===== config.mk =====
export PLATFORM = sky130hd
export DESIGN_NAME = lexeme_class_recognizer
export DESIGN_NICKNAME = d
export VERILOG_FILES = /design/src/lcr_pkg.sv /design/src/lexeme_class_recognizer.sv /design/src/lcr_token_tracker.sv /design/src/lcr_class_logic.sv
export SDC_FILE = /design/constraint.sdc
export NUM_CORES = 1
export LEC_CHECK = 0
export ABC_CLOCK_PERIOD_IN_PS = 5000
export CELL_PAD_IN_SITES_DETAIL_PLACEMENT = 1
export CELL_PAD_IN_SITES_GLOBAL_PLACEMENT = 1
export CORE_UTILIZATION = 53
export CTS_BUF_LIST = sky130_fd_sc_hd__clkbuf_16
export CTS_CLUSTER_SIZE = 25
export DETAILED_ROUTE_END_ITERATION = 7
export DONT_BUFFER_PORTS = 1
export MAX_ROUTING_LAYER = met4
export PLACE_DENSITY_LB_ADDON = 0.1
export SKIP_LAST_GASP = 1
export SLEW_MARGIN = 15
export SYNTH_ARGS = -nofsm -noshare
export SYNTH_HDL_FRONTEND = slang
export SYNTH_SLANG_ARGS = --single-unit

===== constraint.sdc =====
create_clock -name clk -period 5 [get_ports clk]
set_input_delay 0.5 -clock clk [delete_from_list [all_inputs] [get_ports clk]]
set_output_delay 0.5 -clock clk [all_outputs]
set_load 0.005 [all_outputs]

===== src/lcr_pkg.sv =====
`timescale 1ns / 1ps
`default_nettype none
// ----------------------------------------------------------------------------
// lcr_pkg
// Class codes, character constants, token tracking state and the character
// tests shared by the lexeme class recognizer.
// ----------------------------------------------------------------------------
package lcr_pkg;

    localparam logic [2:0] CLS_NULL   = 3'd0;
    localparam logic [2:0] CLS_BOOL   = 3'd1;
    localparam logic [2:0] CLS_IDENT  = 3'd2;
    localparam logic [2:0] CLS_INT    = 3'd3;
    localparam logic [2:0] CLS_FLOAT  = 3'd4;
    localparam logic [2:0] CLS_BLANK  = 3'd5;
    localparam logic [2:0] CLS_STRING = 3'd6;
    localparam logic [2:0] CLS_SYMBOL = 3'd7;

    localparam logic [2:0] COUNT_MAX = 3'd6;

    localparam logic [7:0] CH_UNDER  = "_";
    localparam logic [7:0] CH_DOT    = ".";
    localparam logic [7:0] CH_MINUS  = "-";
    localparam logic [7:0] CH_PLUS   = "+";
    localparam logic [7:0] CH_QUOTE  = "'";
    localparam logic [7:0] CH_SPACE  = " ";
    localparam logic [7:0] CH_TAB    = 8'h09;
    localparam logic [7:0] CH_CR     = 8'h0D;
    localparam logic [7:0] CH_LF     = 8'h0A;
    localparam logic [7:0] CH_STAR   = "*";
    localparam logic [7:0] CH_SLASH  = "/";
    localparam logic [7:0] CH_GT     = ">";
    localparam logic [7:0] CH_LT     = "<";
    localparam logic [7:0] CH_AMP    = "&";
    localparam logic [7:0] CH_BAR    = "|";
    localparam logic [7:0] CH_BANG   = "!";
    localparam logic [7:0] CH_LPAREN = "(";
    localparam logic [7:0] CH_RPAREN = ")";
    localparam logic [7:0] CH_LBRACE = "{";
    localparam logic [7:0] CH_RBRACE = "}";
    localparam logic [7:0] CH_EQ     = "=";
    localparam logic [7:0] CH_LBRACK = "[";
    localparam logic [7:0] CH_RBRACK = "]";
    localparam logic [7:0] CH_COMMA  = ",";
    localparam logic [7:0] CH_SEMI   = ";";
    localparam logic [7:0] CH_NONE   = 8'h00;

    localparam logic [7:0] CH_T = "t";
    localparam logic [7:0] CH_R = "r";
    localparam logic [7:0] CH_U = "u";
    localparam logic [7:0] CH_E = "e";
    localparam logic [7:0] CH_F = "f";
    localparam logic [7:0] CH_A = "a";
    localparam logic [7:0] CH_L = "l";
    localparam logic [7:0] CH_S = "s";

    typedef struct packed {
        logic [2:0] char_count;
        logic       ident_ok;
        logic       int_ok;
        logic       float_ok;
        logic       dot_seen;
        logic       blank_ok;
        logic       first_quote;
        logic       true_match;
        logic       false_match;
        logic [7:0] first_char;
        logic [7:0] second_char;
    } tok_state_t;

    localparam tok_state_t TOK_CLEAR = '{
        char_count:  3'd0,
        ident_ok:    1'b1,
        int_ok:      1'b1,
        float_ok:    1'b1,
        dot_seen:    1'b0,
        blank_ok:    1'b1,
        first_quote: 1'b0,
        true_match:  1'b1,
        false_match: 1'b1,
        first_char:  8'h00,
        second_char: 8'h00
    };

    function automatic logic is_digit(input logic [7:0] c);
        return (c >= "0") && (c <= "9");
    endfunction

    function automatic logic is_alpha(input logic [7:0] c);
        return ((c >= "a") && (c <= "z")) || ((c >= "A") && (c <= "Z"));
    endfunction

    function automatic logic is_sign(input logic [7:0] c);
        return (c == CH_PLUS) || (c == CH_MINUS);
    endfunction

    function automatic logic is_blank(input logic [7:0] c);
        return (c == CH_SPACE) || (c == CH_TAB) || (c == CH_CR) || (c == CH_LF);
    endfunction

    function automatic logic [7:0] true_char(input logic [1:0] pos);
        logic [7:0] ch;
        case (pos)
            2'd0:    ch = CH_T;
            2'd1:    ch = CH_R;
            2'd2:    ch = CH_U;
            default: ch = CH_E;
        endcase
        return ch;
    endfunction

    function automatic logic [7:0] false_char(input logic [2:0] pos);
        logic [7:0] ch;
        case (pos)
            3'd0:    ch = CH_F;
            3'd1:    ch = CH_A;
            3'd2:    ch = CH_L;
            3'd3:    ch = CH_S;
            3'd4:    ch = CH_E;
            default: ch = CH_NONE;
        endcase
        return ch;
    endfunction

    function automatic logic is_single_sym(input logic [7:0] c);
        logic hit;
        case (c)
            CH_PLUS, CH_MINUS, CH_STAR, CH_SLASH, CH_GT, CH_LT, CH_AMP,
            CH_BAR, CH_BANG, CH_LPAREN, CH_RPAREN, CH_LBRACE, CH_RBRACE,
            CH_EQ, CH_LBRACK, CH_RBRACK, CH_COMMA, CH_DOT, CH_QUOTE,
            CH_SEMI, CH_UNDER: hit = 1'b1;
            default:           hit = 1'b0;
        endcase
        return hit;
    endfunction

    function automatic logic is_pair_sym(input logic [7:0] a, input logic [7:0] b);
        return ((a == CH_GT)   && (b == CH_EQ))
            || ((a == CH_LT)   && (b == CH_EQ))
            || ((a == CH_LT)   && (b == CH_MINUS))
            || ((a == CH_BANG) && (b == CH_EQ))
            || ((a == CH_AMP)  && (b == CH_AMP))
            || ((a == CH_BAR)  && (b == CH_BAR))
            || ((a == CH_EQ)   && (b == CH_EQ));
    endfunction

endpackage
`default_nettype wire


===== src/lexeme_class_recognizer.sv =====
// Throughput: one character beat per cycle unless stalled, with no bubbles between tokens.
// A last character passes through the input register and then the result register before
// its class is offered on the result channel.
// The input stalls only while a finished result waits and the held character ends a token.
// Reset clears the token flags, both valid bits and the ignore_symbols register.
`timescale 1ns / 1ps
`default_nettype none
// ----------------------------------------------------------------------------
// lexeme_class_recognizer
// Classifies a token streamed one character per beat and offers one class
// code per token on the result channel.
// ----------------------------------------------------------------------------
module lexeme_class_recognizer (
    input  wire logic       clk,
    input  wire logic       rst_n,
    input  wire logic       in_valid,
    output logic            in_stall,
    input  wire logic [7:0] char_code,
    input  wire logic       last_char,
    output logic            out_valid,
    input  wire logic       out_stall,
    output logic [2:0]      token_class,
    input  wire logic       cfg_valid,
    output logic            cfg_ready,
    input  wire logic       ignore_symbols
);
    import lcr_pkg::*;

    logic       s1_valid_reg;
    logic       s1_valid_next;
    logic [7:0] s1_char_reg;
    logic       s1_last_reg;
    logic       out_valid_reg;
    logic       out_valid_next;
    logic [2:0] out_class_reg;
    logic       ign_reg;
    logic       ign_next;
    logic       in_acc;
    logic       s1_adv;
    logic       out_load;
    logic [2:0] class_next;
    tok_state_t upd;

    lcr_token_tracker u_tracker (
        .clk       (clk),
        .rst_n     (rst_n),
        .step      (s1_adv),
        .last_char (s1_last_reg),
        .char_code (s1_char_reg),
        .upd       (upd)
    );

    lcr_class_logic u_class (
        .upd            (upd),
        .char_code      (s1_char_reg),
        .ignore_symbols (ign_reg),
        .token_class    (class_next)
    );

    always_comb
    begin
        s1_adv    = s1_valid_reg && (!s1_last_reg || !out_valid_reg || !out_stall);
        in_stall  = s1_valid_reg && !s1_adv;
        in_acc    = in_valid && !in_stall;
        out_load  = s1_adv && s1_last_reg;
        cfg_ready = 1'b1;

        s1_valid_next = s1_valid_reg;
        if (in_acc)
        begin
            s1_valid_next = 1'b1;
        end
        else if (s1_adv)
        begin
            s1_valid_next = 1'b0;
        end

        out_valid_next = out_valid_reg;
        if (out_load)
        begin
            out_valid_next = 1'b1;
        end
        else if (!out_stall)
        begin
            out_valid_next = 1'b0;
        end

        ign_next = ign_reg;
        if (cfg_valid && cfg_ready)
        begin
            ign_next = ignore_symbols;
        end

        out_valid   = out_valid_reg;
        token_class = out_class_reg;
    end

    always_ff @(posedge clk or negedge rst_n)
    begin
        if (!rst_n)
        begin
            s1_valid_reg  <= 1'b0;
            out_valid_reg <= 1'b0;
            ign_reg       <= 1'b0;
        end
        else
        begin
            s1_valid_reg  <= s1_valid_next;
            out_valid_reg <= out_valid_next;
            ign_reg       <= ign_next;
        end
    end

    always_ff @(posedge clk)
    begin
        if (in_acc)
        begin
            s1_char_reg <= char_code;
            s1_last_reg <= last_char;
        end
        if (out_load)
        begin
            out_class_reg <= class_next;
        end
    end

endmodule
`default_nettype wire


===== src/lcr_token_tracker.sv =====
`timescale 1ns / 1ps
`default_nettype none
// ----------------------------------------------------------------------------
// lcr_token_tracker
// Holds the running flags of the token in progress and works out their
// updated values for the current character.
// ----------------------------------------------------------------------------
module lcr_token_tracker (
    input  wire logic               clk,
    input  wire logic               rst_n,
    input  wire logic               step,
    input  wire logic               last_char,
    input  wire logic [7:0]         char_code,
    output lcr_pkg::tok_state_t     upd
);
    import lcr_pkg::*;

    tok_state_t st_reg;
    tok_state_t st_next;
    logic [2:0] pos;
    logic       dig;

    always_comb
    begin
        upd = st_reg;
        pos = st_reg.char_count;
        dig = is_digit(char_code);
        if (pos == 3'd0)
        begin
            upd.first_char  = char_code;
            upd.ident_ok    = is_alpha(char_code) || (char_code == CH_UNDER);
            upd.int_ok      = dig || is_sign(char_code);
            upd.float_ok    = dig || is_sign(char_code);
            upd.first_quote = (char_code == CH_QUOTE);
        end
        else
        begin
            if (pos == 3'd1)
            begin
                upd.second_char = char_code;
            end
            if (!(is_alpha(char_code) || dig || (char_code == CH_UNDER)))
            begin
                upd.ident_ok = 1'b0;
            end
            if (!dig)
            begin
                upd.int_ok = 1'b0;
            end
            if (char_code == CH_DOT)
            begin
                if (st_reg.dot_seen)
                begin
                    upd.float_ok = 1'b0;
                end
                upd.dot_seen = 1'b1;
            end
            else if (!dig)
            begin
                upd.float_ok = 1'b0;
            end
        end
        if (!is_blank(char_code))
        begin
            upd.blank_ok = 1'b0;
        end
        if ((pos >= 3'd4) || (true_char(pos[1:0]) != char_code))
        begin
            upd.true_match = 1'b0;
        end
        if ((pos >= 3'd5) || (false_char(pos) != char_code))
        begin
            upd.false_match = 1'b0;
        end
        if (pos < COUNT_MAX)
        begin
            upd.char_count = pos + 3'd1;
        end
    end

    always_comb
    begin
        st_next = st_reg;
        if (step)
        begin
            st_next = last_char ? TOK_CLEAR : upd;
        end
    end

    always_ff @(posedge clk or negedge rst_n)
    begin
        if (!rst_n)
        begin
            st_reg <= TOK_CLEAR;
        end
        else
        begin
            st_reg <= st_next;
        end
    end

endmodule
`default_nettype wire


===== src/lcr_class_logic.sv =====
`timescale 1ns / 1ps
`default_nettype none
// ----------------------------------------------------------------------------
// lcr_class_logic
// Picks the class code of a finished token from its updated flags, in
// priority order, with the symbol override on top.
// ----------------------------------------------------------------------------
module lcr_class_logic (
    input  wire lcr_pkg::tok_state_t upd,
    input  wire logic [7:0]          char_code,
    input  wire logic                ignore_symbols,
    output logic [2:0]               token_class
);
    import lcr_pkg::*;

    logic lone_sign;
    logic int_f;
    logic float_f;
    logic bool_f;
    logic string_f;
    logic symbol_f;

    always_comb
    begin
        lone_sign = (upd.char_count == 3'd1) && is_sign(upd.first_char);
        int_f     = upd.int_ok && !lone_sign;
        float_f   = upd.float_ok && !lone_sign
                    && !((upd.char_count >= 3'd2) && !is_digit(char_code));
        bool_f    = (upd.true_match && (upd.char_count == 3'd4))
                    || (upd.false_match && (upd.char_count == 3'd5));
        string_f  = (upd.char_count >= 3'd2) && upd.first_quote && (char_code == CH_QUOTE);
        symbol_f  = ((upd.char_count == 3'd1) && is_single_sym(upd.first_char))
                    || ((upd.char_count == 3'd2)
                        && is_pair_sym(upd.first_char, upd.second_char));

        if (bool_f)
        begin
            token_class = CLS_BOOL;
        end
        else if (upd.ident_ok)
        begin
            token_class = CLS_IDENT;
        end
        else if (int_f)
        begin
            token_class = CLS_INT;
        end
        else if (float_f)
        begin
            token_class = CLS_FLOAT;
        end
        else if (upd.blank_ok)
        begin
            token_class = CLS_BLANK;
        end
        else if (string_f)
        begin
            token_class = CLS_STRING;
        end
        else
        begin
            token_class = CLS_NULL;
        end

        if (!ignore_symbols && symbol_f)
        begin
            token_class = CLS_SYMBOL;
        end
    end

endmodule
`default_nettype wire


==> impl_metrics.json <==
{
  "cp-start-kind": "flip-flop",
  "vias": 2796,
  "hpwl_mm": 6.49,
  "critPathKind": "flip-flop to flip-flop",
  "endpoint_kind": "flip-flop",
  "htreeDepth": 2,
  "avgViaCountPerCell": 7.04,
  "netlist_instances": 341,
  "ys_types": 75,
  "path_cells": "inv_1 > ha_1 > nand2b_1 > buf_4 > or4_4 > a2111oi_4 > nor4_1 > o311ai_2 > nand3_1",
  "cp_max_fo": 15,
  "synthArstFlopShare": 0.714,
  "crit_slowest_cell": "or4_4",
  "die_x_um": 78.2,
  "synth_edf_count": 12,
  "arrival_ns": 3.65,
  "utilization": 0.586,
  "setup_viol": 0,
  "synth.largest_area_cell": "dfrtp_1",
  "root_buffer": "clkbuf_16",
  "setup_tns_ns": 0,
  "power_leakage_nw": 1.21,
  "syn_nets": 363,
  "synthTopCellsByCount": "32 x nand2_1, 24 x dfrtp_1, 19 x o21ai_0, 16 x nor2_1",
  "avgSynthCellArea_um2": 9.02,
  "rsz0062_at_grt": "no",
  "tightestPinTransition_ns": 0.846,
  "cts_buffer_depth": 2,
  "drt_wl_total_mm": 9.61,
  "required_ns": 5.00,
  "cts_tree": "yes",
  "globalplace.congestion": 0.910,
  "start_util": 0.555,
  "grt_pass1_wl_mm": 15.9,
  "clk_pin_slew_worst_paths_ns": 0.07,
  "grt_pass1_vias": 2929,
  "post_route_cells_drive_above_1_share": 0.129,
  "portBuffers": 0,
  "fin_worst_skew_ns": 0.00626,
  "drcViolationCount": 0,
  "met2_length_mm": 4.55,
  "diodes": 0,
  "max_stage_delay_ns": 0.51,
  "regToRegSetupSlack_ns": 1.35,
  "synth-seq-cells": 42,
  "ys_top_cells_by_area": "dfrtp_1 20%, edfxtp_1 12%, dfstp_2 5.1%",
  "drv_cap": 0,
  "relSlewSlack": 0.436,
  "finalCritPeriodShare": 0.730,
  "core_area_um2": 5540,
  "die_y_um": 78.2,
  "largest_register_ffs": 24,
  "yosys_warnings": 0,
  "outcome": "completed",
  "wl_met3_um": 714,
  "mappedNetlistArea_um2": 3080,
  "numCtsBuffers": 5,
  "drtPass1Iterations": 5,
  "antenna_found_initial": 0,
  "ctsResizeCount": 0,
  "highest_layer": "met4",
  "drt.antenna.violating_nets": 0,
  "drtIter0Drc": 245,
  "period_needed_ns": 3.65,
  "path_delay_family": "simple AND/OR/NAND/NOR gates",
  "row_count": 27,
  "power_density_nw_per_um2": 492,
  "synthFlopType": "dfrtp_1",
  "syn2layout_area_growth_pct": 5.49,
  "yosysTopAreaCellShare": 0.195,
  "ios": 21,
  "fmax_mhz": 274,
  "synth.most_common_cell": "nand2_1",
  "wire_per_inst_um": 24.2,
  "hold_viol": 0,
  "ir_drop_uv": 238,
  "hold_class": "input pin to asynchronous set/reset pin",
  "die_area_um2": 6110,
  "clock_latency_ns": 0.29,
  "clock-sinks": 42,
  "finalMaxSlewViolations": 0,
  "wl_met1_mm": 4.01,
  "track_usage": 0.355,
  "overflow": 0,
  "cp_num_buf_inv": 2,
  "ys_seq_area_frac": 0.364,
  "final_nets": 346,
  "grt_max_degree": 30
}
-- timing repair --
item                                   in CTS  in global routing
endpoints found under the hold margin      24                  0
setup endpoints to repair                   0                  0
setup buffers                               0                  0
hold buffers                                1                  0
-- stage by stage --
stage,total power (W),setup slack [ns],cell area [µm²],std cells,hold WS [ns]
after floorplan,0.00105,2.41,3080,341,0.204
final,0.00160,1.35,3240,397,0.0256
after detailed placement,0.00119,1.49,3050,388,0.205
after global placement,0.00117,1.63,3050,388,0.205
after CTS,0.00158,1.39,3240,397,0.0297
after global routing,0.00169,1.13,3240,397,0.0333
-- placed cells by master (no fill, tap or decap), drive strengths merged, types with 3 or more instances in the layout --
cell type / Yosys / routed
a21oi: 15 / 15
a22oi: 13 / 13
a31oi: 3 / 3
and2: 4 / 4
and4: 3 / 3
buf: 12 / 3
clkbuf: 15 / 5
dfrtp: 24 / 24
dfstp: 6 / 6
edfxtp: 12 / 12
ha: 7 / 7
inv: 12 / 12
mux2: 6 / 6
mux2i: 9 / 9
nand2: 32 / 32
nand2b: 8 / 8
nand3: 9 / 9
nand3b: 3 / 3
nand4: 4 / 4
nor2: 16 / 16
nor3: 9 / 9
nor3b: 5 / 5
nor4: 8 / 8
o21a: 4 / 4
o21ai: 20 / 20
o22ai: 5 / 5
o31ai: 5 / 5
o32ai: 4 / 4
or2: 3 / 3
or3: 5 / 5
or3b: 6 / 6
or4: 3 / 3
xor2: 4 / 4
-- kinds of logic after synthesis --
kind of cell | Yosys count | share of synthesized area
AOI/OAI and AO/OA | 100 | 0.234
xor gates and xnor gates | 6 | 0.0171
adders and majority gates | 7 | 0.0285
buffers and inverters | 39 | 0.0557
DFF | 42 | 0.364
muxes | 15 | 0.0525
other | 1 | 0.00122
and+or+nand+nor | 131 | 0.247
-- power breakdown --
part | internal, W | leakage (nW) | switching [W]
combinational | 0.000266 | 0.643 | 0.000376
clock | 0.000236 | 0.0760 | 0.000142
sequential | 0.000440 | 0.495 | 0.000136
-- per-layer routing --
metal / vias up / GRT usage
li1: 1253 / -
met1: 1398 / 0.455
met2: 117 / 0.561
met3: 28 / 0.0512
met4: 0 / 0.152
met5: - / -
-- final timing paths --
path | start | cells past startpoint | end
hold reg to reg | u_tracker.st_reg[20] | 2 | u_tracker.st_reg[20]
min in group clk | char_code[4] | 0 | s1_char_reg[4]
max in group asynchronous | rst_n | 1 | u_tracker.pos[0]
setup / recovery | u_tracker.pos[0] | 9 | token_class[2]
setup reg to reg | u_tracker.pos[0] | 9 | token_class[2]
hold / removal | rst_n | 1 | u_tracker.st_reg[12]
-- cell type report --
| type | instances | area (µm²) |
|---|---|---|
| timing repair buffer | 3 | 35.0 |
| multi-input combinational | 260 | 1790 |
| clock buffer | 5 | 125 |
| fill | 648 | 2300 |
| clock inverter | 3 | 45.0 |
| inverter | 12 | 45.0 |
| tap | 72 | 90.1 |
| sequential | 42 | 1120 |
No activity file was read; power rests on OpenSTA's default activity.
